File: src/sv/kss_pkg.sv
// ----------------------------------------------------------------------------
// kss_pkg: shared types and constants for the k-th smallest select block
// Item structs and sequencer state encoding.
// ----------------------------------------------------------------------------
package kss_pkg;

  localparam int unsigned MAX_ELEMENTS_DEF = 1024;
  localparam int unsigned VAL_W  = 32;
  localparam int unsigned RANK_W = 11;

  typedef struct packed {
    logic signed [VAL_W-1:0]  value;
    logic                     is_last;
    logic        [RANK_W-1:0] rank_k;
  } in_item_t;

  typedef struct packed {
    logic signed [VAL_W-1:0] kth_value;
    logic                    found;
    logic                    overflow;
  } out_item_t;

  typedef enum logic [3:0] {
    ST_IDLE,
    ST_PIV_RD,
    ST_PIV_WT,
    ST_HI_RD,
    ST_HI_WT,
    ST_LO_RD,
    ST_LO_WT,
    ST_SWAP,
    ST_FIN_RD,
    ST_FIN_WT,
    ST_FIN_WR,
    ST_DONE
  } sel_state_t;

endpackage

File: src/sv/kss_front.sv
// ----------------------------------------------------------------------------
// kss_front: load stage
// Counts elements, drops overflow and queues one select command per set.
// ----------------------------------------------------------------------------
module kss_front #(
  parameter int unsigned MAX_ELEMENTS = kss_pkg::MAX_ELEMENTS_DEF,
  localparam int unsigned AW = (MAX_ELEMENTS > 1) ? $clog2(MAX_ELEMENTS) : 1,
  localparam int unsigned CW = $clog2(MAX_ELEMENTS + 1)
) (
  input  logic              clk,
  input  logic              rst_n,
  input  logic              in_push,
  output logic              in_full,
  input  kss_pkg::in_item_t in_data,
  output logic              we,
  output logic [AW-1:0]     waddr,
  output logic [kss_pkg::VAL_W-1:0] wdata,
  output logic              cmd_valid,
  output logic [CW-1:0]     cmd_count,
  output logic [kss_pkg::RANK_W-1:0] cmd_rank,
  output logic              cmd_ovf,
  input  logic              cmd_take
);

  logic [CW-1:0] count_r, count_nxt;
  logic          ovf_r, ovf_nxt;
  logic          cmd_valid_r;
  logic [CW-1:0] cmd_count_r;
  logic [kss_pkg::RANK_W-1:0] cmd_rank_r;
  logic          cmd_ovf_r;
  logic          acc, room;

  // one-deep command queue; set loading blocks while a set waits
  assign in_full = cmd_valid_r;
  assign acc     = in_push && !in_full;
  assign room    = (count_r < CW'(MAX_ELEMENTS));
  assign we      = acc && room;
  assign waddr   = count_r[AW-1:0];
  assign wdata   = in_data.value;

  always_comb begin
    count_nxt = count_r;
    ovf_nxt   = ovf_r;
    if (acc) begin
      if (room) count_nxt = count_r + CW'(1);
      else      ovf_nxt   = 1'b1;
      if (in_data.is_last) begin
        count_nxt = '0;
        ovf_nxt   = 1'b0;
      end
    end
  end

  always_ff @(posedge clk) begin
    if (!rst_n) begin
      count_r     <= '0;
      ovf_r       <= 1'b0;
      cmd_valid_r <= 1'b0;
    end else begin
      count_r <= count_nxt;
      ovf_r   <= ovf_nxt;
      if (acc && in_data.is_last) cmd_valid_r <= 1'b1;
      else if (cmd_take)          cmd_valid_r <= 1'b0;
    end
  end

  always_ff @(posedge clk) begin
    if (acc && in_data.is_last) begin
      cmd_count_r <= room ? count_r + CW'(1) : count_r;
      cmd_rank_r  <= in_data.rank_k;
      cmd_ovf_r   <= ovf_r || !room;
    end
  end

  assign cmd_valid = cmd_valid_r;
  assign cmd_count = cmd_count_r;
  assign cmd_rank  = cmd_rank_r;
  assign cmd_ovf   = cmd_ovf_r;

endmodule

File: config.mk
export PLATFORM = sky130hd
export DESIGN_NAME = kss_front
export DESIGN_NICKNAME = d
export VERILOG_FILES = /design/src/sv/kss_pkg.sv /design/src/sv/kss_front.sv
export SDC_FILE = /design/constraint.sdc
export NUM_CORES = 1
export LEC_CHECK = 0
export ABC_AREA = 1
export BUFFER_PORTS_ARGS = -buffer_cell sky130_fd_sc_hd__buf_2
export CORE_ASPECT_RATIO = 1.1
export CORE_MARGIN = 10
export CORE_UTILIZATION = 30
export DETAILED_ROUTE_END_ITERATION = 12
export GPL_TIMING_DRIVEN = 0
export PLACE_DENSITY = 0.62
export SLEW_MARGIN = 10
export SYNTH_ARGS = -nofsm -noshare
export SYNTH_HDL_FRONTEND = slang
export SYNTH_SLANG_ARGS = --single-unit
File: constraint.sdc
create_clock -name clk -period 3.4 [get_ports clk]
set_clock_uncertainty 0.15 [all_clocks]
set_input_delay 0.51 -clock clk [delete_from_list [all_inputs] [get_ports clk]]
set_output_delay 0.51 -clock clk [all_outputs]
set_load 0.02 [all_outputs]
Word-level counts from Yosys, hierarchy flattened --
Index checks and enable logic that the tools add are counted.
Storage, ports and cells: bits in registers 36, bits of input ports 48, output and inout port bits 68, logic and storage cells 23
Operators by class: add/sub/neg operators 1, $lt $le $gt $ge 1, eq/ne operators 1, mux-type cells 6, reduce and logical (&&, ||, !) cells 8
Operators with widths (count):
- 11-bit 2-to-1 mux | 2
- 11-bit by 1-bit adder with 11-bit output, second input constant | 1
- 11-bit < comparator, second input constant | 1
- 1-bit 2-to-1 mux | 4
- 1-bit logical AND | 3
- 1-bit logical NOT | 2
- 2-bit inequality test, second input constant | 1
- 2-bit AND reduction | 1
- 2-bit nonzero test | 1
- 1-bit logical OR | 1

Longest topological paths before layout --
Gate-level depths: netlist (run 1).
word-level depth 4, depth in mapped cells 9, mapped depth without buffers 8

Worst setup path before layout (run 1) --
No wires, ideal clock.
kind input to output, from in in_push, to out we, arrival 1.281 ns, data required time 2.740 ns, slack 1.459 ns, stages on the path 5, path buffers 1, cells stage by stage inv_1 > nor2_1 > inv_1 > buf_2 > nor2_1
Between the ends: word-level cells in the longest chain between the ends 2
Ends and longest elaborated chain:
- start, declared | RTL line kss_front.sv:12 | input logic in_push,
- 1-bit logical AND | RTL line kss_front.sv:35 | assign acc = in_push && !in_full;
- 1-bit logical AND | RTL line kss_front.sv:37 | assign we = acc && room;
- end, declared | RTL line kss_front.sv:15 | output logic we,
Every way passes these cells.

Worst setup path in the final report (run 1) --
from reg cmd_valid_r (netlist: cmd_valid), to out we
Between the ends: word-level cells in the longest chain between the ends 3
Ends and longest elaborated chain:
- start, declared | RTL line kss_front.sv:27 | logic cmd_valid_r;
- start signal, assigned | RTL line kss_front.sv:58 | cmd_valid_r <= 1'b0;
- start signal, assigned | RTL line kss_front.sv:62 | if (acc && in_data.is_last) cmd_valid_r <= 1'b1;
- start signal, assigned | RTL line kss_front.sv:63 | else if (cmd_take) cmd_valid_r <= 1'b0;
- 1-bit logical NOT | RTL line kss_front.sv:35
- 1-bit logical AND | RTL line kss_front.sv:35
- 1-bit logical AND | RTL line kss_front.sv:37
Every way passes these cells.

==> metrics.txt, run 1 <==
dpl hpwl 3.79 mm; filler cell count between 500 and 600; clk slew on worst S/H paths 70 ps; All-Layer GR Usage about a tenth; row cnt 29; via count 1460; critical path cell sequence nor2_1 -> inv_1 -> buf_2 -> nor2_1 -> buf_2; #FFs+latches synth 36; Max Fanout on Critical Path 10; RSZ-0062 raised after global routing false; GPL Wtd Cong around 0.74; Peak VDD IR ~0.18 mV; CP max-delay cell dfxtp_1; ranking of synthesized cells by area edfxtp_1, buf_4, dfxtp_1; layout cells sized above 1 55.8%; WP buf/inv 3; worst endpoint required time between 2000 and 3000 ps; post-cts sizing count 0; period utilization 63.3%; area of the multi-input gates slightly below 500 sq um; total area of sequential cells 951 sq um; crit-path leading delay family buffers and inverters; total core area 0.00584 sq mm; nature of the critical path startpoint register; Gate Count Post-Synth 183; Fin Setup TNS 0 ps; Slowest Stage Delay on Critical Path 340 ps; max-slew violations 0; post-route setup slack 1250 ps; share of the synthesized area in the top cell type 37.6%; worst path arrival time 1490 ps; final hold vios 0; Worst Tran Pin Value 869 ps; Vias per Instance 4.16; sequential element share of the synthesized area 51.8%; P per Cell Area 373 mW/mm^2; critical setup path kind reg2out; clock tree buffer depth 2; CTS tree yes; ANT nets after route 0; vias in the first global route 1616; first-pass GRT wire length 7.38 mm; post-synthesis cell type count 27; cts hold-fix bufs 0; Hold Path Class in2reg; Synth area leader edfxtp_1; number of CTS-inserted buffers 5; cell area after synthesis 0.00184 sq mm; TritonRoute pass-1 iters 5; root buffer cell clkbuf_8; area of the die 0.00966 sq mm; Sink Count 36; YS warnings 0; Slew headroom a little over two fifths; Antenna Cells 0; initial core utilization 31.4%; Post-route DRC 0; minimum clock period 2150 ps; I/O Buffers 83; Final setup viols 0; status completed; Avg WL per Cell between 10 and 15 um; P_leak approximately 0.0012 uW; hold_ws 245 ps; I/O pins 116; final wirelength 4.61 mm; initial drt markers 43; worst-skew pair later-pin latency 290 ps; synthesized area per cell 10.0 sq um; Layout area overhead 32.3%; Setup Fix Bufs, Post-CTS 0; die width 94.6 um; Synth Net Count 232; Post-layout nets 322; grt ovf 0; max-cap violation count 0; antenna violations before repair 0; fmax approximately 460 MHz; largest net degree at the start of global routing 24; Place WS around 1300 ps; die height 102 um; CTS H-tree depth 2; Crit. End Element output pin
-- cell families (layout without fill, tap and decap cells) --
family                   count (synthesis)  after routing  share of synthesized area, %
AND/OR/NAND/NOR                         68             68                          18.9
buffers and inverters                   60            151                          21.8
adder cells (fa/ha/maj)                  1              1                         0.681
XOR/XNOR                                 3              3                          1.84
flip-flops                              36             36                          51.8
AO/OA/AOI/OAI                           15             15                          4.97
-- registers in the layout, summed over array words and instances, names as in the netlist --
name	count
cmd_count	11
cmd_rank	11
cmd_ovf	1
count_r	11
ovf_r	1
cmd_valid	1
-- Yosys cell counts --
library cell and count:
buf_4 43, nand2_1 40, edfxtp_1 23, dfxtp_1 13
inv_1 13, a21oi_1 10, nand2_2 6, nand3_1 5
nor2_1 5, a21oi_2 3, nand3_2 3, nand3b_1 2
nor2_4 2, xnor2_1 2, a211oi_1 1, and2_1 1
buf_2 1, buf_6 1, clkbuf_1 1, ha_1 1
inv_6 1, nand2_4 1, nor2_2 1, nor2_8 1
nor3_1 1, o21bai_1 1, xor2_2 1
-- worst reg2reg max path: cells and delay by family (launching register included) --
kind,cells,cell delay [ps]
buffers and inverters,1,640
and+or+nand+nor,2,300
DFF,1,340
-- stage by stage --
step	power, uW	instances	cell area (sq um)	utilization (%)
after floorplan	585	183	1840	-
after global placement	632	343	2350	40.2
after CTS	922	351	2430	41.6
after global routing	948	351	2430	41.6
final	907	351	2430	41.6
after detailed placement	634	343	2350	40.2
-- placed cells by master (no fill, tap or decap) --
cell,count
buf_2,84
buf_4,43
nand2_1,40
edfxtp_1,23
inv_1,13
dfxtp_1,13
a21oi_1,10
nand2_2,6
nor2_1,5
nand3_1,5
clkbuf_8,5
nand3_2,3
clkbuf_1,3
a21oi_2,3
nor2_4,2
nand3b_1,2
xnor2_1,2
buf_6,1
inv_6,1
and2_1,1
nand2_4,1
nor2_2,1
xor2_2,1
o21bai_1,1
nor3_1,1
nor2_8,1
a211oi_1,1
ha_1,1
clkinv_2,1
-- report_power, final --
part	internal [uW]	switching (uW)	total (uW)
sequential	478	4.34	482
combinational	57.2	81.6	139
clock	144	143	286
total	678	229	907
-- final cells by class --
type	count	area share, %
Sequential cell	36	39.1
Multi-Input combinational cell	87	20.0
Timing Repair Buffer	83	17.1
Buffer	46	14.1
Tap cell	77	3.96
Clock buffer	7	3.14
Inverter	14	2.37
Clock inverter	1	0.206
-- final timing paths --
kind                            slack, ps  depth (start not counted)           end  startpoint
worst max-delay path                 1250                          5            we   cmd_valid
worst min-delay path                  250                          1   cmd_rank[9]  in_data[9]
worst max register to register       1580                          3  cmd_count[6]   cmd_valid
worst min register to register        310                          2         ovf_r       ovf_r
-- layer usage --
layer / wire length, um / global-route usage [%] / up-vias / share of wire, %
met1: 1790 / 9.85 / 623 / 39
met4: 60 / 3.46 / 0 / 1.3
met2: 1900 / 14.8 / 110 / 41
li1: - / - / 721 / -
met5: 0 / 0 / - / 0
met3: 854 / 7.18 / 6 / 19
No activity file was read; power rests on OpenSTA's default activity.
==> inputs of run 2 (changes only) <==
--- a/config.mk
+++ b/config.mk
@@ -5,14 +5,14 @@
 export SDC_FILE = /design/constraint.sdc
 export NUM_CORES = 1
 export LEC_CHECK = 0
-export ABC_AREA = 1
+export ABC_AREA = 0
 export BUFFER_PORTS_ARGS = -buffer_cell sky130_fd_sc_hd__buf_2
 export CORE_ASPECT_RATIO = 1.1
 export CORE_MARGIN = 10
 export CORE_UTILIZATION = 30
 export DETAILED_ROUTE_END_ITERATION = 12
 export GPL_TIMING_DRIVEN = 0
-export PLACE_DENSITY = 0.62
+export PLACE_DENSITY = 0.64
 export SLEW_MARGIN = 10
 export SYNTH_ARGS = -nofsm -noshare
 export SYNTH_HDL_FRONTEND = slang
==> constraint.sdc (replaced) <==
create_clock -name clk -period 1.9 [get_ports clk]
set_clock_uncertainty 0.15 [all_clocks]
set_input_delay 0.285 -clock clk [delete_from_list [all_inputs] [get_ports clk]]
set_output_delay 0.285 -clock clk [all_outputs]
set_load 0.02 [all_outputs]
==> run 2 against run 1 <==
Final cell count shrank 6.8%. Hold slack lost 230 ps. Largest cell class unchanged. Critical path type is now reg2reg. Count of clock-buffer cells in the layout shrank 2. Final area is the same. Synthesized area shrank 1.2%. Sequential share of layout area grew 0.10 points. Combinational power grew 83%. Global-route usage shrank 0.094 points. Non-clock buffer count grew 3. Sequential cell count is the same. Power grew 82%. First-iteration DRC count grew 86%.
==> metrics.txt, run 2 <==
status completed; P_leak 0.00116 uW (-0.73%); Gate Count Post-Synth 159 (-13%); commonest non-fill, non-tap cell in the layout buf_2; Layout area overhead 33.8%; worst endpoint required time 1970 ps (-770 ps); Clk pwr share 32.3% (+0.7 points); Post-layout nets 298 (-7.5%); die height 102 um (-0.47%); Post-route DRC 0 (unchanged); reg2reg path depth 5 (+2); Worst Tran Pin Value 525 ps (-344 ps); dpl cell area 0.00232 sq mm (-1.1%); Critical Path Source count_r[0]; via count 1411 (-3.4%); YS warnings 0 (unchanged); Synth Area in Compound Gates 8.96% (+4.0 points); GPL Wtd Cong 0.824 (+12%); critical path cell sequence ha_2 -> and4_2 -> nand2_2 -> or4_1 -> a21oi_1; largest net degree at the start of global routing 25 (+4.2%); I/O Buffers 82 (-1.2%); hold_ws 16.0 ps (-229 ps); antenna violations before repair 0 (unchanged); area of the die 0.00957 sq mm (-0.92%); total core area 0.00581 sq mm (-0.62%); Power Internal 1220 uW (+79%); clk slew on worst S/H paths 70 ps (about the same); Synth Net Count 208 (-10%); All-Layer GR Usage 9.50% (-0.094 points); clock tree buffer depth 2 (unchanged); worst path arrival time 1860 ps (+370 ps); Vias per Instance 4.31 (+3.7%); grt ovf 0 (unchanged); Avg WL per Cell 14.4 um (+9.6%); first-pass GRT wire length 7.21 mm (-2.3%); max-slew violations 0 (unchanged); #FFs+latches synth 36 (unchanged); initial drt markers 80 (+86%); worst setup path end count_r[8]; I/O pins 116 (unchanged); Switching Share 26.3% (+1.1 points); R2R Path End count_r[8]; final hold vios 0 (unchanged); Sink Count 36 (unchanged); WP buf/inv 0 (-3); max-cap violation count 0 (unchanged); Slowest Stage Delay on Critical Path 480 ps (+140 ps); die width 94.2 um (-0.46%); Worst R2R Start count_r[0]; post-synthesis cell type count 37 (+37%); number of CTS-inserted buffers 5 (unchanged); TritonRoute pass-1 iters 4 (-1); count leader, synth buf_4; post-layout power 1650 uW (+82%); period utilization 94.3%; share of the synthesized area in the top cell type 38.0% (+0.44 points); critical setup path kind reg2reg; synthesized area per cell 11.4 sq um (+14%); layout cells sized above 1 60.0% (+4.2 points); initial core utilization 31.3% (-0.17 points); fmax approximately 560 MHz; Setup Fix Bufs, Post-CTS 0 (unchanged); Place WS -196 ps (-1450 ps); row cnt 29 (unchanged); fin cells 327 (-6.8%); RSZ-0062 raised after global routing false; vias in the first global route 1528 (-5.4%); mux contribution to synthesized area 0.620% (+0.62 points); ANT nets after route 0 (unchanged); CP max-delay cell or4_1; Crit. End Element register; Max Fanout on Critical Path 5 (-5); root buffer cell clkbuf_8; Switch Pwr 434 uW (+90%); CTS H-tree depth 2 (unchanged); synth cell count leaders buf_4, edfxtp_1, dfxtp_1, a21oi_1, nor2_1; Synth async-reset ratio 0% (unchanged); Hold Path Class in2reg; Post-Synth Simple-Gate Area 11.7% (-7.2 points); cts hold-fix bufs 0 (unchanged); R2R setup slack 110 ps (-1470 ps); CTS tree yes; Final setup viols 0 (unchanged); combinational group share of total power 15.4% (about the same); minimum clock period 1790 ps; Final Instance Area 0.00243 sq mm (unchanged); Reg power frac 52.3% (-0.8 points); Placed Cells 318 (-7.3%); ranking of synthesized cells by area edfxtp_1, buf_4, dfxtp_1; sequential element share of the synthesized area 52.4% (+0.61 points); Post-synth EDFFs 23 (unchanged); cell depth of the worst setup path 5 (unchanged); nature of the critical path startpoint register; main combinational cell family by area after synthesis buffers and inverters; Peak VDD IR 0.245 mV (+36%); Adder-Cell Fraction of Synth Area 0.689% (+0.0080 points); worst-skew pair later-pin latency 290 ps (about the same); Slew headroom 65.0% (+23 points); final wirelength 4.71 mm (+2.1%); dpl hpwl 3.81 mm (+0.77%); Synth area leader edfxtp_1; Antenna Cells 0 (unchanged); crit-path leading delay family simple AND/OR/NAND/NOR gates; cell area after synthesis 0.00182 sq mm (-1.2%); post-route setup slack 108 ps (-1140 ps); Post-synth top flop edfxtp_1; Synth Area in XOR/XNOR 4.34% (+2.5 points); P per Cell Area 679 mW/mm^2 (+82%); most frequent cells in the layout buf_2, buf_4, edfxtp_1
## run 2: area by class of cell
cell class,count,area [sq um]
timing repair inverter,1,7.51
clock inverter,3,18.8
inverter,2,11.3
fill,542,3380
clock buffer,5,68.8
tap,77,96.3
timing repair buffer,82,410
multi-input combinational,71,483
sequential,36,953
buffer,50,380
## run 2: worst min-delay path by stage
| stage | start | to | slack (ps) | depth (start not counted) |
|---|---|---|---|---|
| after floorplan | in_data[0] | cmd_rank[0] | 230 | 0 |
| after global placement | in_data[10] | cmd_rank[10] | 310 | 1 |
| after detailed placement | in_data[9] | cmd_rank[9] | 310 | 1 |
| after CTS | in_data[10] | cmd_rank[10] | 10 | 1 |
| final | in_data[10] | cmd_rank[10] | 20 | 1 |
| after global routing | in_data[3] | cmd_rank[3] | 4 | 1 |
## run 2: through the flow
step	TNS, ps	utilization (%)
floorplan	0	-
global placement	-3290	40.0
detailed placement	-4590	40.0
CTS	0	41.6
global route	0	41.9
finish	0	41.9
## run 2: cell families (layout without fill, tap and decap cells)
group	count (synthesis)	count (layout)
compound gates	25	25
xor+xnor	9	9
fa+ha+maj	1	1
buf+inv	52	143
flops	36	36
mux	1	1
simple gates	35	35
## run 2: power by group through the flow
stage | logic, uW | registers, uW | clock network, uW
2_1_floorplan | 144 | 905 | 0
3_3_place_gp | 252 | 880 | 0
3_5_place_dp | 255 | 880 | 0
4_1_cts | 257 | 862 | 547
5_1_grt | 275 | 864 | 580
6_report | 254 | 862 | 534
## run 2: what timing repair did
item | 4_1_cts | 5_1_grt
cloned | 0 | 1
endpoints found under the setup margin | 25 | 26
hold endpoints to repair | 0 | 0
gates resized for setup | 2 | 5
pin swaps | 0 | 0
## run 2: metal layers
layer / vias to the layer above / track usage (%) / part of all wire (%)
met4: 0 / 5.26 / 2.3
met5: - / 0 / 0
met3: 8 / 6.29 / 15
met2: 93 / 14.5 / 43
met1: 613 / 9.65 / 39
li1: 697 / - / -
## run 2: worst register-to-register path, delay by kind of cell (launching register included)
kind / cells / cell delay (ps)
compound gates: 1 / 130
fa+ha+maj: 1 / 200
flops: 1 / 380
simple gates: 3 / 860
==> inputs of run 3 (changes only) <==
--- a/config.mk
+++ b/config.mk
@@ -13,6 +13,7 @@
 export DETAILED_ROUTE_END_ITERATION = 12
 export GPL_TIMING_DRIVEN = 0
 export PLACE_DENSITY = 0.64
+export REMOVE_ABC_BUFFERS = 1
 export SLEW_MARGIN = 10
 export SYNTH_ARGS = -nofsm -noshare
 export SYNTH_HDL_FRONTEND = slang
==> run 3 against run 2 <==
Final area fell by 22%. First-iteration DRC count did not move. Die area did not move. Power fell by 9.7%. Setup slack got worse by 11 ps. Via count fell by 18%. Global-route usage rose by 0.63 points. Sequential share of layout area rose by 11 points. Sequential power barely moved. Core utilization fell by 9.4 points. Maximum frequency fell by 0.61%. Register-to-register slack barely moved. Largest cell class unchanged. Largest power group unchanged.
==> metrics.txt, run 3 (same netlist as run 2, synthesis figures left out) <==
largest net degree at the start of global routing 25 (unchanged); worst path arrival time 1860 ps (about the same); P per Cell Area 789 mW/mm^2 (+16%); fmax 554 MHz (-0.61%); Slew headroom 65.5% (+0.54 points); Post-layout nets 216 (-28%); GPL Wtd Cong 0.764 (-7.3%); vias in the first global route 1131 (-26%); worst endpoint required time 1960 ps (about the same); die height 102 um (unchanged); clk slew on worst S/H paths 70 ps (about the same); Vias per Instance 4.73 (+9.7%); worst-skew pair later-pin latency 290 ps (about the same); most frequent cells in the layout buf_2, edfxtp_1, dfxtp_1; via count 1160 (-18%); final wirelength 4.89 mm (+3.8%); commonest non-fill, non-tap cell in the layout buf_2; I/O Buffers 51 (-38%); initial core utilization 31.3% (unchanged); Peak VDD IR 0.249 mV (+1.4%); total core area 0.00581 sq mm (unchanged); antenna violations before repair 0 (unchanged); ANT nets after route 0 (unchanged); initial drt markers 80 (unchanged); max-slew violations 0 (unchanged); final hold vios 0 (unchanged); CTS H-tree depth 2 (unchanged); Max Fanout on Critical Path 10 (+5); root buffer cell clkbuf_8; Post-route DRC 0 (unchanged); die width 94.2 um (unchanged); clock tree buffer depth 2 (unchanged); Antenna Cells 0 (unchanged); critical path cell sequence and4b_1 -> nand4_4 -> or3_1 -> a21oi_1; first-pass GRT wire length 7.03 mm (-2.5%); Sink Count 36 (unchanged); All-Layer GR Usage 10.1% (+0.63 points); Final Instance Area 0.00189 sq mm (-22%); filler cell count 627 (+16%); Worst Tran Pin Value 516 ps (-9.14 ps); P_leak 0.000782 uW (-32%); RSZ-0062 raised after global routing false; CP max-delay cell and4b_1; grt ovf 0 (unchanged); number of CTS-inserted buffers 5 (unchanged); Final setup viols 0 (unchanged); dpl hpwl 3.76 mm (-1.4%); row cnt 29 (unchanged); crit-path leading delay family simple AND/OR/NAND/NOR gates; nature of the critical path startpoint register; critical setup path kind reg2reg; Setup Fix Bufs, Post-CTS 0 (unchanged); dpl cell area 0.00179 sq mm (-23%); minimum clock period 1800 ps (+11.1 ps); CTS tree yes; Crit. End Element register; Layout area overhead 3.93%; layout cells sized above 1 41.1% (-19 points); status completed; Slowest Stage Delay on Critical Path 520 ps (+40 ps); period utilization 94.9% (+0.58 points); Hold Path Class in2reg; TritonRoute pass-1 iters 4 (unchanged); I/O pins 116 (unchanged); Fin Setup TNS 0 ps (unchanged); WP buf/inv 0 (unchanged); Avg WL per Cell 19.9 um (+38%); area of the die 0.00957 sq mm (unchanged); max-cap violation count 0 (unchanged)
==> run 3: final timing paths <==
check / from / endpoint / slack, ps / cells after the start
worst max-delay path: count_r[10] / count_r[7] / 100 / 4
worst min-delay path: in_data[10] / cmd_rank[10] / 20 / 1
worst max register to register: count_r[10] / count_r[7] / 100 / 4
worst min register to register: ovf_r / ovf_r / 370 / 2
==> run 3: metrics by stage <==
stage / cells / hold WS [ps] / setup WS [ps] / total power, uW / utilization [%]
after floorplan: 109 / 234 / 49.2 / 943 / -
after global placement: 237 / 312 / -172 / 995 / 30.8
after detailed placement: 237 / 313 / -202 / 997 / 30.8
after CTS: 245 / 7.65 / 38.9 / 1510 / 32.2
after global routing: 245 / 2.79 / 3.46 / 1560 / 32.5
final: 245 / 18.2 / 96.5 / 1490 / 32.5
==> run 3: power breakdown <==
part / leakage, uW / switching [uW] / internal, uW
clock network: 0.0000399 / 256 / 255
logic: 0.000416 / 78.7 / 37.4
registers: 0.000326 / 7.24 / 854
total: 0.000782 / 342 / 1150
==> run 3: timing repair <==
item                                    in CTS  in global routing
pin swaps                                    0                  0
gates resized for setup                      1                  7
endpoints found under the setup margin      24                  4
hold buffers                                 0                  0
hold endpoints to repair                     0                  0
==> run 3: final cells by class <==
| class | count | area (sq um) | share of cell area (%) |
|---|---|---|---|
| clock inverter | 1 | 3.75 | 0.199 |
| clock buffer | 7 | 76.3 | 4.05 |
| sequential | 36 | 957 | 50.7 |
| inverter | 2 | 11.3 | 0.597 |
| timing repair buffer | 51 | 255 | 13.5 |
| multi-input combinational | 71 | 487 | 25.8 |
| tap | 77 | 96.3 | 5.11 |
==> run 3: routing by layer <==
metal  track usage [%]  part of all wire [%]
met1              12.4                    44
met2              11.4                    37
met3              9.32                    17
met4              4.56                   1.5
met5             0.521                     0
