## src/sv/kss_pkg.sv

```systemverilog
// ----------------------------------------------------------------------------
// kss_pkg: shared types and constants for the k-th smallest select block
// Item structs and sequencer state encoding.
// ----------------------------------------------------------------------------
package kss_pkg;

  localparam int unsigned MAX_ELEMENTS_DEF = 1024;
  localparam int unsigned VAL_W  = 32;
  localparam int unsigned RANK_W = 11;

  typedef struct packed {
    logic signed [VAL_W-1:0]  value;
    logic                     is_last;
    logic        [RANK_W-1:0] rank_k;
  } in_item_t;

  typedef struct packed {
    logic signed [VAL_W-1:0] kth_value;
    logic                    found;
    logic                    overflow;
  } out_item_t;

  typedef enum logic [3:0] {
    ST_IDLE,
    ST_PIV_RD,
    ST_PIV_WT,
    ST_HI_RD,
    ST_HI_WT,
    ST_LO_RD,
    ST_LO_WT,
    ST_SWAP,
    ST_FIN_RD,
    ST_FIN_WT,
    ST_FIN_WR,
    ST_DONE
  } sel_state_t;

endpackage

```

## src/sv/kss_back.sv

```systemverilog
// ----------------------------------------------------------------------------
// kss_back: quickselect sequencer
// Hoare partition over the RAM, right scan first, one result per command.
// ----------------------------------------------------------------------------
module kss_back #(
  parameter int unsigned MAX_ELEMENTS = kss_pkg::MAX_ELEMENTS_DEF,
  localparam int unsigned AW = (MAX_ELEMENTS > 1) ? $clog2(MAX_ELEMENTS) : 1,
  localparam int unsigned CW = $clog2(MAX_ELEMENTS + 1)
) (
  input  logic              clk,
  input  logic              rst_n,
  input  logic              cmd_valid,
  input  logic [CW-1:0]     cmd_count,
  input  logic [kss_pkg::RANK_W-1:0] cmd_rank,
  input  logic              cmd_ovf,
  output logic              cmd_take,
  output logic              we,
  output logic [AW-1:0]     waddr,
  output logic [kss_pkg::VAL_W-1:0] wdata,
  output logic [AW-1:0]     ra,
  input  logic [kss_pkg::VAL_W-1:0] rda,
  output logic [AW-1:0]     rb,
  input  logic [kss_pkg::VAL_W-1:0] rdb,
  output logic              out_empty,
  input  logic              out_pop,
  output kss_pkg::out_item_t out_data
);

  kss_pkg::sel_state_t st_r, st_nxt;
  logic [AW-1:0] left_r, left_nxt, right_r, right_nxt;
  logic [AW-1:0] lo_r, lo_nxt, hi_r, hi_nxt, tgt_r, tgt_nxt;
  logic signed [kss_pkg::VAL_W-1:0] piv_r, piv_nxt, vhi_r, vhi_nxt;
  logic ovf_r, ovf_nxt;
  logic res_valid_r, res_valid_nxt;
  kss_pkg::out_item_t res_r, res_nxt;
  // finished result, held until the output register is free
  kss_pkg::out_item_t fin_r, fin_nxt;
  logic in_range;
  logic signed [kss_pkg::VAL_W-1:0] sa;

  assign in_range = (cmd_rank != '0) && (32'(cmd_rank) <= 32'(cmd_count));
  assign sa = rda;

  always_comb begin
    st_nxt = st_r;
    left_nxt = left_r; right_nxt = right_r; lo_nxt = lo_r; hi_nxt = hi_r;
    tgt_nxt = tgt_r; piv_nxt = piv_r; vhi_nxt = vhi_r; fin_nxt = fin_r;
    ovf_nxt = ovf_r; res_valid_nxt = res_valid_r; res_nxt = res_r;
    cmd_take = 1'b0;
    we = 1'b0; waddr = lo_r; wdata = vhi_r;
    ra = lo_r; rb = hi_r;
    if (res_valid_r && out_pop) res_valid_nxt = 1'b0;
    unique case (st_r)
      kss_pkg::ST_IDLE: begin
        if (cmd_valid) begin
          ovf_nxt   = cmd_ovf;
          left_nxt  = '0;
          right_nxt = AW'(cmd_count - CW'(1));
          tgt_nxt   = AW'(cmd_rank - kss_pkg::RANK_W'(1));
          if (in_range) st_nxt = kss_pkg::ST_PIV_RD;
          else begin
            fin_nxt = '{kth_value: '0, found: 1'b0, overflow: cmd_ovf};
            st_nxt  = kss_pkg::ST_DONE;
          end
        end
      end
      kss_pkg::ST_PIV_RD: begin
        ra = left_r; lo_nxt = left_r; hi_nxt = right_r;
        st_nxt = kss_pkg::ST_PIV_WT;
      end
      kss_pkg::ST_PIV_WT: begin
        piv_nxt = sa;
        st_nxt  = (lo_r < hi_r) ? kss_pkg::ST_HI_RD : kss_pkg::ST_FIN_RD;
      end
      kss_pkg::ST_HI_RD: begin
        rb = hi_r; st_nxt = kss_pkg::ST_HI_WT;
      end
      kss_pkg::ST_HI_WT: begin
        if ($signed(rdb) >= piv_r) begin
          hi_nxt = hi_r - AW'(1);
          st_nxt = (lo_r < hi_r - AW'(1)) ? kss_pkg::ST_HI_RD : kss_pkg::ST_FIN_RD;
        end else begin
          vhi_nxt = rdb; st_nxt = kss_pkg::ST_LO_RD;
        end
      end
      kss_pkg::ST_LO_RD: begin
        ra = lo_r; st_nxt = kss_pkg::ST_LO_WT;
      end
      kss_pkg::ST_LO_WT: begin
        if (sa <= piv_r) begin
          lo_nxt = lo_r + AW'(1);
          st_nxt = (lo_r + AW'(1) < hi_r) ? kss_pkg::ST_LO_RD : kss_pkg::ST_FIN_RD;
        end else begin
          // write hi value to lo, then lo value (held in vhi) to hi
          we = 1'b1; waddr = lo_r; wdata = vhi_r;
          vhi_nxt = sa; st_nxt = kss_pkg::ST_SWAP;
        end
      end
      kss_pkg::ST_SWAP: begin
        // after swap element at hi is > pivot: hi scan steps it down next
        we = 1'b1; waddr = hi_r; wdata = vhi_r;
        st_nxt = kss_pkg::ST_HI_RD;
      end
      kss_pkg::ST_FIN_RD: begin
        ra = lo_r; st_nxt = kss_pkg::ST_FIN_WT;
      end
      kss_pkg::ST_FIN_WT: begin
        // exchange(lo, left): pivot goes to lo, old lo value to left
        we = 1'b1; waddr = left_r; wdata = sa;
        st_nxt = kss_pkg::ST_FIN_WR;
      end
      kss_pkg::ST_FIN_WR: begin
        we = 1'b1; waddr = lo_r; wdata = piv_r;
        if (lo_r == tgt_r) begin
          fin_nxt = '{kth_value: piv_r, found: 1'b1, overflow: ovf_r};
          st_nxt  = kss_pkg::ST_DONE;
        end else if (lo_r < tgt_r) begin
          left_nxt = lo_r + AW'(1); st_nxt = kss_pkg::ST_PIV_RD;
        end else begin
          right_nxt = lo_r - AW'(1); st_nxt = kss_pkg::ST_PIV_RD;
        end
      end
      kss_pkg::ST_DONE: begin
        // set is finished: release the command, front may load again
        if (!res_valid_r || out_pop) begin
          res_valid_nxt = 1'b1; res_nxt = fin_r;
          cmd_take = 1'b1;
          st_nxt = kss_pkg::ST_IDLE;
        end
      end
      default: st_nxt = kss_pkg::ST_IDLE;
    endcase
  end

  always_ff @(posedge clk) begin
    if (!rst_n) begin
      st_r <= kss_pkg::ST_IDLE;
      res_valid_r <= 1'b0;
    end else begin
      st_r <= st_nxt;
      res_valid_r <= res_valid_nxt;
    end
  end

  always_ff @(posedge clk) begin
    left_r <= left_nxt; right_r <= right_nxt; lo_r <= lo_nxt; hi_r <= hi_nxt;
    tgt_r <= tgt_nxt; piv_r <= piv_nxt; vhi_r <= vhi_nxt; ovf_r <= ovf_nxt;
    res_r <= res_nxt; fin_r <= fin_nxt;
  end

  assign out_empty = !res_valid_r;
  assign out_data  = res_r;

endmodule

```

## config.mk

```make
export PLATFORM = sky130hd
export DESIGN_NAME = kss_back
export DESIGN_NICKNAME = d
export VERILOG_FILES = /design/src/sv/kss_pkg.sv /design/src/sv/kss_back.sv
export SDC_FILE = /design/constraint.sdc
export NUM_CORES = 1
export LEC_CHECK = 0
export ABC_CLOCK_PERIOD_IN_PS = 6000
export BUFFER_PORTS_ARGS = -buffer_cell sky130_fd_sc_hd__buf_2
export CORE_ASPECT_RATIO = 1.75
export CORE_UTILIZATION = 50
export DETAILED_ROUTE_END_ITERATION = 10
export PLACE_DENSITY = 0.73
export SLEW_MARGIN = 0
export SYNTH_ARGS = -nofsm -noshare
export SYNTH_HDL_FRONTEND = slang
export SYNTH_SLANG_ARGS = --single-unit
```

## constraint.sdc

```tcl
create_clock -name clk -period 6 [get_ports clk]
set_clock_uncertainty 0.1 [all_clocks]
set_input_delay 1.5 -clock clk [delete_from_list [all_inputs] [get_ports clk]]
set_output_delay 1.5 -clock clk [all_outputs]
set_load 0.03 [all_outputs]
```

# == Word-level counts from Yosys, hierarchy flattened ==
# Index checks and enable logic that the tools add are counted.
# totals
out_inout_bits,99
regBits,188
elab_cells,110
# classes
reduce_logical,20
muxes,39
addsub,5
n_eq_ne,23
magnitude_cmp,7
# op_table
operator,count
case mux 32 bit (2 select lines),2
two-way mux 34 bit,3
case mux 10 bit (2 select lines),5
two-way mux 10 bit,9
case mux 34 bit (2 select lines),1
two-way mux 32 bit,2
case mux 4 bit (12 select lines),1
less-than comparator 10 bit,4
subtractor 10 x 1 -> 10 bit (second input constant),4
two-way mux 4 bit,9
greater-or-equal comparator 32 bit,1
less-or-equal comparator 32 bit,1
!= test 2 bit (second input constant),11
equality test 4 x 3 -> 1 bit (second input constant),4
equality test 4 bit (second input constant),4
AND reduction 4 bit,3
less-or-equal comparator 11 bit,1
nonzero test 11 bit,1
adder 10 x 1 -> 10 bit (second input constant),1
equality test 10 bit,1
AND reduction 2 bit,5
equality test 4 x 2 -> 1 bit (second input constant),2
nonzero test 2 bit,4
two-way mux 1 bit,6
other kinds (8),9

# == Longest topological paths before layout ==
# Gate-level depths: netlist (run 1).
# logic_depth
ltp_word,5
ltp_mapped,14
ltp_nobuf,13

# == Worst setup path after synthesis (run 1) ==
# No wires, ideal clock.
# synth_path
path_kind,input port to flip-flop
startpoint,input port cmd_rank[3] in the netlist's numbering
endpoint,register fin_r[0] in the netlist's numbering (enable)
setup_time_ns,0.442
arrival_ns,4.481
path_stages,5
setup_slack_ns,0.978
path_cell_list,or3_1 -> or3b_1 -> nor4_1 -> nand2b_1 -> a2bb2oi_1
# synth_between
elab_chain_len,4
word_cells_on_any_way,5
classes_between,order compare (1); eq/ne (1); reduce/logical (3)
# synth_lines
element,line,rtl
start: declaration,kss_back.sv:14,"input logic [kss_pkg::RANK_W-1:0] cmd_rank,"
less-or-equal comparator 11 bit / nonzero test 11 bit (equally long branches),kss_back.sv:41,assign in_range = (cmd_rank != '0) && (32'(cmd_rank) <= 32'(cmd_count));
logical AND 1 bit *,kss_back.sv:41,
!= test 2 bit (no source line) *,--,
AND reduction 4 bit (no source line) *,--,
end signal: assignment,kss_back.sv:148,res_r <= res_nxt; fin_r <= fin_nxt;
end: declaration,kss_back.sv:37,"kss_pkg::out_item_t fin_r, fin_nxt;"
# Every way passes the cells marked *; elsewhere a longest branch is shown, timed or not.
# A chain may end at the register's enable or synchronous reset.

# == Final worst setup path (run 1) ==
# layout_path
startpoint,input port rda[14] in the netlist's numbering
endpoint,output port we
# layout_between
elab_chain_len,3
# layout_lines
element,line,rtl
start: declaration,kss_back.sv:21,"input logic [kss_pkg::VAL_W-1:0] rda,"
less-or-equal comparator 32 bit,kss_back.sv:90,if (sa <= piv_r) begin
two-way mux 1 bit,kss_back.sv:90,
case mux 1 bit (2 select lines),kss_back.sv:53,unique case (st_r)
end: declaration,kss_back.sv:17,"output logic we,"
# Every way passes these cells.

==> flow_summary.json, run 1 <==
{
  "outcome": "finished, final reports clean",
  "hpwl_mm": 21.65,
  "clk_pin_slew_ns": 0.07,
  "maxCapViolations": 0,
  "drv_slew": 0,
  "arrival_ns": 4.02,
  "required_ns": 4.40,
  "htreeDepth": 4,
  "drt-initial-drc-count": 633,
  "ys_ff_latch": 188,
  "grt_use_met2_pct": 49.42,
  "whs_path_depth": 0,
  "yosys_warnings": 0,
  "postCtsSetupRepairBufs": 0,
  "grtUsageTotal_pct": 27.23,
  "start_kind": "input port",
  "grt_util_met3_pct": 4.428,
  "fmax_mhz": 178.1,
  "firstDrtPassIters": 5,
  "min_from": "fin_r[31]",
  "synth_top_family_by_area": "simple AND/OR/NAND/NOR gates",
  "grt_first_pass_wirelength_mm": 45.13,
  "synth_top_area_share_pct": 50.82,
  "vias_per_cell": 5.878,
  "grt_max_degree": 55,
  "cp_max_fo": 4,
  "die-area_sq_um": 22240,
  "postSynth.asyncResetShare_pct": 0,
  "p_int_uw": 3289,
  "final_common_cell": "buf_2",
  "fin_setup_tns_ns": 0,
  "netlist-cell-type-count": 53,
  "grt_util_met1_pct": 29.05,
  "ios": 190,
  "worst_pin_slew_ns": 1.126,
  "rsz0062_at_grt": "false",
  "place.gp.congestion": 0.9188,
  "synth_cells": 1022,
  "cts_sinks": 188,
  "syn_nets": 1229,
  "rows": 70,
  "clkPwrFrac_pct": 20.8,
  "final_antenna_net_count": 0,
  "fin_crit_sh_pct": 93.60,
  "nFillCells": 1793,
  "via_count": 8658,
  "mostFrequentLayoutCells": "buf_2 (189), edfxtp_1 (183), nand2_1 (170)",
  "power_leakage_uw": 0.005530,
  "synth-adder-area-share_pct": 13.42,
  "post_cts_resized": 0,
  "critical_path_class": "in2out",
  "cts.path.max_buffers": 2,
  "layout_setup_ws_ns": 0.3839,
  "reg2reg_depth": 13,
  "min_path_type": "reg2reg",
  "setup_viol": 0,
  "grt_pass1_vias": 8600,
  "period_needed_ns": 5.616,
  "nNetsFinal": 1414,
  "antenna_found_initial": 1,
  "core-area_sq_um": 21020,
  "combPwrFrac_pct": 40.1,
  "gr-total-overflow": 0,
  "synth-compound-area-share_pct": 12.34,
  "top_usage_layer": "met2",
  "cts_tree": "built",
  "p_per_area_nw_per_um2": 438.3,
  "place_ws_ns": 0.3808,
  "power_switching_uw": 2267,
  "root_buffer": "clkbuf_16",
  "slew_headroom_pct": 24.69,
  "synth_mux_area_share_pct": 1.030,
  "postSynthAreaPerCell_sq_um": 10.58,
  "initial_utilization_pct": 51.44,
  "drc_errors": 0,
  "clk-insertion-delay-late_ns": 0.44,
  "dieWidth_um": 113.2,
  "synth_top_area_cell": "edfxtp_1",
  "cts_hold_buf": 0,
  "drive_gt1_share_pct": 20.66,
  "worst_ir_drop_vdd_v": 0.0002802,
  "hold_viol": 0,
  "synth_xor_area_share_pct": 2.673,
  "holdPathEnd": "out_data[31]",
  "synthTopCellsByArea": "edfxtp_1 (51%), ha_1 (13%), nand2_1 (5.9%)",
  "area_growth_pct": 17.22,
  "cts_buffers": 17,
  "regToRegSetupSlack_ns": 2.29,
  "end_kind": "output port",
  "synth_edf_count": 183,
  "syn_area_sq_um": 10810,
  "sequentialPowerShare_pct": 39.1,
  "numPortBuffers": 189,
  "r2r_start": "lo_r[3]",
  "synthSimpleGateAreaFrac_pct": 14.60,
  "synthFlopType": "edfxtp_1",
  "post_drt_wl_per_cell_um": 19.97,
  "die_h_um": 196.5,
  "seq_area_frac_synth_pct": 51.75,
  "r2r-end": "st_r[0]",
  "swShare_pct": 40.81,
  "wirelength_mm": 29.41
}
## critical path: stages
cell	delay (ns)
buf_2	0.13
ha_1	0.32
nand4_1	0.17
nor4_1	0.54
a21boi_0	0.25
or3_1	0.13
a21oi_1	0.05
nor3_1	0.40
nand2_1	0.19
nand3b_1	0.12
buf_2	0.22
## final cells by class
| cell class | count | area, sq um | share of cell area (%) |
|---|---|---|---|
| tap | 252 | 315.3 | 2.488 |
| multi-input combinational | 715 | 4810 | 37.95 |
| inverter | 83 | 311.5 | 2.458 |
| clock buffer | 19 | 432.9 | 3.416 |
| sequential | 188 | 5595 | 44.15 |
| timing repair buffer | 202 | 1044 | 8.233 |
| clock inverter | 13 | 163.9 | 1.293 |
| antenna | 1 | 2.502 | 0.01974 |
## cells in the mapped netlist, types with 3 or more instances
cell type	instances
a211oi_1	3
a21boi_0	3
a21o_1	9
a21oi_1	57
a221o_1	35
a22oi_1	13
a31oi_1	4
and3_1	7
and4_1	4
buf_1	4
buf_2	5
clkbuf_1	27
dfxtp_1	5
edfxtp_1	183
ha_1	116
inv_1	82
mux2_2	9
nand2_1	171
nand2b_1	4
nand3_1	21
nand4_1	23
nor2_1	76
nor2b_1	7
nor3_1	30
nor4_1	7
o211ai_1	5
o21ai_0	45
o21bai_1	4
or3_1	4
xnor2_1	15
xor2_1	18
## registers in the layout, indices dropped and copies added (netlist names)
register and count:
vhi_r 32, piv_r 32, st_r 4, left_r 10, fin_r 34, rb 10, ovf_r 1, out_data 34
right_r 10, res_valid_r 1, lo_r 10, tgt_r 10
## power by group through the flow
stage / Sequential (uW) / Combinational, uW / Clock (uW)
finish: 2170 / 2230 / 1150
global route: 2200 / 2460 / 1220
CTS: 2170 / 2240 / 1170
detailed placement: 2190 / 2230 / 0
global placement: 2180 / 2160 / 0
floorplan: 2090 / 1540 / 0
## logic make-up after synthesis
group                    after synthesis
XOR/XNOR                              33
AND/OR/NAND/NOR                      359
AO/OA/AOI/OAI                        197
buffers and inverters                119
multiplexers                          10
adder cells (fa/ha/maj)              116
flip-flops                           188
## stage by stage
| stage | cell area [sq um] | utilization [%] | cells | power (uW) | hold WS, ns |
|---|---|---|---|---|---|
| global route | 12670 | 60.30 | 1473 | 5881 | 0.3257 |
| CTS | 12670 | 60.29 | 1472 | 5578 | 0.3194 |
| detailed placement | 12080 | 57.45 | 1440 | 4419 | 0.3045 |
| finish | 12670 | 60.30 | 1473 | 5556 | 0.3139 |
| floorplan | 10810 | - | 1022 | 3633 | 0.3003 |
| global placement | 12080 | 57.45 | 1440 | 4348 | 0.3017 |
## routing by layer
| layer | vias up | wire length, um |
|---|---|---|
| met4 | 0 | 1447 |
| met1 | 4082 | 10730 |
| li1 | 4125 | - |
| met3 | 84 | 1730 |
| met5 | - | 0 |
| met2 | 367 | 15510 |
## how the worst max path moves through the flow
stage          cells past startpoint       end   startpoint
6_report                          11        we      rda[14]
5_1_grt                           11        we      rda[14]
3_5_place_dp                      11        we      rda[14]
2_1_floorplan                      5  fin_r[0]  cmd_rank[3]
4_1_cts                           11        we      rda[14]
3_3_place_gp                      11        we      rda[14]
Power figures use the tool's default switching activity.
==> run 2, diff against run 1 <==
--- a/config.mk
+++ b/config.mk
@@ -5,12 +5,12 @@
 export SDC_FILE = /design/constraint.sdc
 export NUM_CORES = 1
 export LEC_CHECK = 0
-export ABC_CLOCK_PERIOD_IN_PS = 6000
+export ABC_CLOCK_PERIOD_IN_PS = 4600
 export BUFFER_PORTS_ARGS = -buffer_cell sky130_fd_sc_hd__buf_2
 export CORE_ASPECT_RATIO = 1.75
 export CORE_UTILIZATION = 50
 export DETAILED_ROUTE_END_ITERATION = 10
-export PLACE_DENSITY = 0.73
+export PLACE_DENSITY = 0.75
 export SLEW_MARGIN = 0
 export SYNTH_ARGS = -nofsm -noshare
 export SYNTH_HDL_FRONTEND = slang
==> constraint.sdc (replaced) <==
create_clock -name clk -period 4.6 [get_ports clk]
set_clock_uncertainty 0.1 [all_clocks]
set_input_delay 1.15 -clock clk [delete_from_list [all_inputs] [get_ports clk]]
set_output_delay 1.15 -clock clk [all_outputs]
set_load 0.03 [all_outputs]
==> run 2 against run 1 <==
Net effect: die area unchanged; routed wire length up 3.2%; register-to-register slack worse by 1.4 ns; critical path depth unchanged; sequential cell count unchanged; sequential power up 27%; via count up 2.2%; sequential share of layout area down 0.35 points; count of clock-buffer cells in the layout up 3; final cell count up 1.1%; design area up 0.80%; critical endpoint unchanged.
==> flow_summary.json, run 2 (same netlist as run 1, synthesis figures left out) <==
{
  "cts_hold_buf": 0,
  "worst_pin_slew_ns": 1.108,
  "post_drt_wl_per_cell_um": 20.39,
  "grtUsageTotal_pct": 28.28,
  "drc_errors": 0,
  "fmax_mhz": 223.3,
  "htreeDepth": 4,
  "grt_max_degree": 34,
  "cp.depth": 11,
  "dp.cells": 1457,
  "cpPeakStageDelay_ns": 0.36,
  "p_per_area_nw_per_um2": 565.7,
  "numPortBuffers": 189,
  "grt_first_pass_wirelength_mm": 46.86,
  "grt_pass1_vias": 8992,
  "drt-initial-drc-count": 617,
  "final_antenna_net_count": 0,
  "cp_max_fo": 4,
  "whs_path_depth": 0,
  "power_leakage_uw": 0.005580,
  "clkPwrFrac_pct": 19.1,
  "p_total_uw": 7227,
  "required_ns": 3.35,
  "crit_family": "simple AND/OR/NAND/NOR gates",
  "gr-total-overflow": 0,
  "slew_headroom_pct": 26.01,
  "arrival_ns": 3.23,
  "drive_gt1_share_pct": 21.75,
  "power_switching_uw": 2984,
  "final_common_cell": "buf_2",
  "worst_ir_drop_vdd_v": 0.0003688,
  "nNetsFinal": 1431,
  "ios": 190,
  "setup_viol": 0,
  "area_growth_pct": 18.16,
  "cts_buffers": 17,
  "die_h_um": 196.5,
  "period_needed_ns": 4.478,
  "path_cells": "buf_2 -> ha_1 -> nand4_1 -> nor2_1 -> a221o_1 -> or3_1 -> a21oi_1 -> nor3_2 -> nand2_1 -> nand3b_1 -> clkbuf_4",
  "crit_buf_inv": 2,
  "fin_cells": 1489,
  "wirelength_mm": 30.36,
  "cts.path.max_buffers": 2,
  "rows": 70,
  "dieWidth_um": 113.2,
  "hpwl_mm": 22.64,
  "clk-insertion-delay-late_ns": 0.45,
  "place.gp.congestion": 0.8894,
  "cts_tree": "built",
  "vias_per_cell": 5.944,
  "fin_crit_sh_pct": 97.34,
  "firstDrtPassIters": 5,
  "via_count": 8851,
  "critical_path_class": "in2out",
  "start_kind": "input port",
  "slowest_stage": "a221o_1",
  "swShare_pct": 41.29,
  "root_buffer": "clkbuf_16",
  "maxCapViolations": 0,
  "antennaDiodeCount": 0,
  "p_int_uw": 4243,
  "drv_slew": 0,
  "clk_pin_slew_ns": 0.06,
  "outcome": "finished, final reports clean",
  "hold_viol": 0,
  "reg2reg_depth": 13,
  "antenna_found_initial": 0,
  "combPwrFrac_pct": 42.9,
  "die-area_sq_um": 22240,
  "sequentialPowerShare_pct": 38.0,
  "cts_sinks": 188,
  "postCtsSetupRepairBufs": 0,
  "mostFrequentLayoutCells": "buf_2 (188), edfxtp_1 (183), nand2_1 (170)",
  "core-area_sq_um": 21020,
  "end_kind": "output port",
  "nFillCells": 1806,
  "min_path_type": "reg2reg",
  "initial_utilization_pct": 51.44
}
run 2: cell types whose count changed in the layout (fill, tap and decap cells not counted), moves of 2 or more:
| cell | previous run | this run |
|---|---|---|
| clkinv_4 | 3 | 0 |
| bufinv_16 | 3 | 1 |
| buf_4 | 13 | 29 |
| clkinvlp_4 | 1 | 6 |
| clkbuf_1 | 2 | 5 |
| inv_6 | 3 | 1 |
run 2: area by class of cell:
class	instances	area (sq um)	share of cell area, %
sequential	188	5595	43.80
multi-input combinational	715	4830	37.80
clock buffer	22	444.2	3.477
inverter	83	311.5	2.439
tap	252	315.3	2.468
timing repair buffer	219	1186	9.284
clock inverter	10	93.84	0.7345
run 2: power by group through the flow:
| stage | Sequential, uW | Clock (uW) | Combinational (uW) |
|---|---|---|---|
| floorplan | 2730 | 0 | 2020 |
| global placement | 2760 | 0 | 2980 |
| detailed placement | 2770 | 0 | 3070 |
| CTS | 2740 | 1400 | 3090 |
| global route | 2790 | 1450 | 3380 |
| finish | 2750 | 1380 | 3100 |
run 2: path summary, 6_finish.rpt:
check / end / start / slack (ns)
worst max-delay path: we / rda[14] / 0.12
worst min-delay path: out_data[27] / fin_r[27] / 0.32
worst max register to register: st_r[0] / lo_r[2] / 0.88
worst min register to register: out_data[27] / fin_r[27] / 0.32
run 2: repair_timing:
action | CTS | global route
pin swaps | 0 | 1
setup endpoints to repair | 1 | 1
gates resized for setup | 1 | 3
run 2: stage by stage:
| step | setup slack, ns | instance area (sq um) | utilization (%) | TNS, ns | hold slack (ns) |
|---|---|---|---|---|---|
| finish | 0.1222 | 12780 | 60.78 | 0 | 0.3194 |
| global route | -0.003556 | 12780 | 60.78 | -0.003556 | 0.3228 |
| CTS | 0.03238 | 12760 | 60.70 | 0 | 0.3204 |
| detailed placement | -0.07128 | 12220 | 58.11 | -0.07128 | 0.3045 |
| global placement | 0.005423 | 12220 | 58.11 | 0 | 0.3013 |
| floorplan | 0.3085 | 10820 | - | 0 | 0.3003 |
run 2: metal layers:
metal	global-route usage, %	share of wire (%)	vias up
met5	0	0	-
met4	18.81	5.8	0
met3	5.012	6.2	108
met2	52.03	54	428
met1	28.87	34	4164
li1	-	-	4151
==> run 3, diff against run 2 <==
--- a/config.mk
+++ b/config.mk
@@ -5,6 +5,7 @@
 export SDC_FILE = /design/constraint.sdc
 export NUM_CORES = 1
 export LEC_CHECK = 0
+export ABC_AREA = 1
 export ABC_CLOCK_PERIOD_IN_PS = 4600
 export BUFFER_PORTS_ARGS = -buffer_cell sky130_fd_sc_hd__buf_2
 export CORE_ASPECT_RATIO = 1.75
==> run 3 against run 2 <==
Net effect: register-to-register slack improved by 0.21 ns; critical path depth increased by 3; design area increased by 0.14%; sequential cell count unchanged; final cell count increased by 9.6%; via count decreased by 0.15%; fmax increased by 5.3%; sequential share of layout area decreased by 0.060 points; power decreased by 4.6%; synthesized area increased by 1.7%; sequential power increased by 2%; non-clock buffer count decreased by 17; critical endpoint unchanged; largest cell class unchanged; largest power group is now registers; highest routed layer unchanged.
==> flow_summary.json, run 3 <==
{
  "mostFrequentLayoutCells": "nand2_1 (260), buf_2 (189), edfxtp_1 (183)",
  "synthTopCellsByArea": "edfxtp_1 (50%), ha_1 (13%), nand2_1 (8.9%)",
  "drc_errors": 0,
  "holdPathEnd": "out_data[7]",
  "reg2reg_depth": 18,
  "cp_max_fo": 4,
  "synth-adder-area-share_pct": 13.20,
  "firstDrtPassIters": 6,
  "yosys_warnings": 0,
  "synth-compound-area-share_pct": 10.95,
  "ios": 190,
  "drv_slew": 0,
  "synth_top_family_by_area": "simple AND/OR/NAND/NOR gates",
  "die_h_um": 198.1,
  "drive_gt1_share_pct": 19.36,
  "area_growth_pct": 16.39,
  "cts_hold_buf": 0,
  "synthTopCellsByCount": "nand2_1 (260), edfxtp_1 (183), inv_1 (159)",
  "antenna_found_initial": 2,
  "cts_buffers": 17,
  "synth_top_area_share_pct": 49.99,
  "min_path_type": "reg2reg",
  "power_leakage_uw": 0.005961,
  "hold_viol": 0,
  "synth_cells": 1134,
  "synthFlopType": "edfxtp_1",
  "fmax_mhz": 235.2,
  "place.gp.congestion": 0.9156,
  "nNetsFinal": 1533,
  "r2r-end": "st_r[0]",
  "grt_first_pass_wirelength_mm": 44.76,
  "vias_per_cell": 5.415,
  "combPwrFrac_pct": 39.9,
  "ys_ff_latch": 188,
  "slew_headroom_pct": 27.24,
  "postCtsSetupRepairBufs": 0,
  "post_cts_resized": 0,
  "synthSimpleGateAreaFrac_pct": 16.11,
  "cts_tree": "built",
  "critical_path_class": "in2out",
  "arrival_ns": 3.00,
  "fin_util_pct": 59.51,
  "die-area_sq_um": 22600,
  "fin_setup_tns_ns": 0,
  "end_kind": "output port",
  "core-area_sq_um": 21500,
  "htreeDepth": 4,
  "wl_met1_mm": 9.978,
  "maxCapViolations": 0,
  "synth_mux_area_share_pct": 0,
  "regToRegSetupSlack_ns": 1.09,
  "place_area_sq_um": 12280,
  "rsz0062_at_grt": "false",
  "postSynthAreaPerCell_sq_um": 9.693,
  "sequentialPowerShare_pct": 40.8,
  "cts.path.max_buffers": 2,
  "fin_crit_sh_pct": 92.43,
  "drt-initial-drc-count": 664,
  "seq_area_frac_synth_pct": 50.90,
  "grt_max_degree": 57,
  "numPortBuffers": 189,
  "syn_nets": 1341,
  "grt_pass1_vias": 9031,
  "wl_met2_mm": 15.86,
  "min_from": "fin_r[7]",
  "grtUsageTotal_pct": 26.40,
  "worst_pin_slew_ns": 1.089,
  "power_switching_uw": 2809,
  "required_ns": 3.35,
  "start_kind": "input port",
  "period_needed_ns": 4.252,
  "post_drt_wl_per_cell_um": 17.64,
  "p_total_uw": 6894,
  "postSynth.asyncResetShare_pct": 0,
  "synth_top_area_cell": "edfxtp_1",
  "r2r_start": "rb[2]",
  "root_buffer": "clkbuf_16",
  "rows": 71,
  "dieWidth_um": 114.1,
  "clkPwrFrac_pct": 19.3,
  "whs_path_depth": 0,
  "worst_ir_drop_vdd_v": 0.0003483,
  "p_per_area_nw_per_um2": 538.8,
  "final_antenna_net_count": 0,
  "swShare_pct": 40.75,
  "crit_path_frequent_cell": "nand2_1",
  "setup_viol": 0,
  "p_int_uw": 4085,
  "path_cells": "buf_2 -> ha_1 -> a21oi_1 -> o21ai_0 -> a21oi_1 -> nand2_1 -> nand2_1 -> nand2_1 -> nand2_1 -> nand3_1 -> inv_1 -> nand2_1 -> nand3_1 -> buf_2",
  "netlist-cell-type-count": 44,
  "cts_sinks": 188,
  "highest_layer": "met4",
  "synth_xor_area_share_pct": 1.912,
  "hpwl_mm": 21.47,
  "cpPeakStageDelay_ns": 0.33,
  "synth.most_common_cell": "nand2_1",
  "wirelength_mm": 28.79,
  "synth_edf_count": 183,
  "wl_met3_mm": 1.671,
  "gr-total-overflow": 0,
  "final_common_cell": "nand2_1",
  "clk-insertion-delay-late_ns": 0.45,
  "clk_pin_slew_ns": 0.07,
  "initial_utilization_pct": 51.13,
  "slowest_stage": "ha_1",
  "fin_area_sq_um": 12790,
  "syn_area_sq_um": 10990,
  "via_count": 8838,
  "outcome": "finished, final reports clean"
}
[run 3: stage by stage]
stage | setup slack (ns) | cells | hold WS [ns]
after floorplan | 0.4252 | 1134 | 0.3003
after detailed placement | 0.3774 | 1599 | 0.3045
after global placement | 0.4032 | 1599 | 0.3003
after global routing | 0.1748 | 1632 | 0.3189
final | 0.3483 | 1632 | 0.3139
after CTS | 0.3537 | 1630 | 0.3133
[run 3: kinds of logic after synthesis]
kind of cell,after synthesis
compound gates,187
xor+xnor,24
fa+ha+maj,116
buf+inv,194
flops,188
simple gates,425
[run 3: worst max path at each step]
stage               cells after the start        to  startpoint  slack [ns]
global route                           14        we     rda[31]        0.17
detailed placement                     14        we     rda[11]        0.38
finish                                 14        we     rda[11]        0.35
floorplan                               2  cmd_take     out_pop        0.43
CTS                                    14        we     rda[11]        0.35
global placement                       14        we     rda[29]        0.40
[run 3: metal layers]
| layer | global-route usage [%] | vias to the layer above |
|---|---|---|
| met2 | 50.75 | 386 |
| li1 | - | 4290 |
| met3 | 4.040 | 74 |
| met5 | 0 | - |
| met1 | 26.03 | 4088 |
| met4 | 15.78 | 0 |
[run 3: area by class of cell]
class / instances / area [sq um]
antenna: 2 / 5.005
clock buffer: 20 / 436.7
clock inverter: 11 / 68.82
fill: 1879 / 8705
inverter: 165 / 619.3
multi-input combinational: 752 / 4659
sequential: 188 / 5595
tap: 292 / 365.4
timing repair buffer: 202 / 1044
[run 3: power by group through the flow]
stage	clock (uW)	sequential [uW]	combinational (uW)
2_1_floorplan	0	2830	1840
3_3_place_gp	0	2830	2670
3_5_place_dp	0	2850	2740
4_1_cts	1350	2810	2760
5_1_grt	1410	2860	3060
6_report	1330	2810	2750
[run 3: critical path: cells and delay by family]
kind / cells / cell delay [ns]
AOI/OAI and AO/OA: 3 / 0.45
buffers and inverters: 3 / 0.44
and+or+nand+nor: 7 / 0.61
adders and majority gates: 1 / 0.33
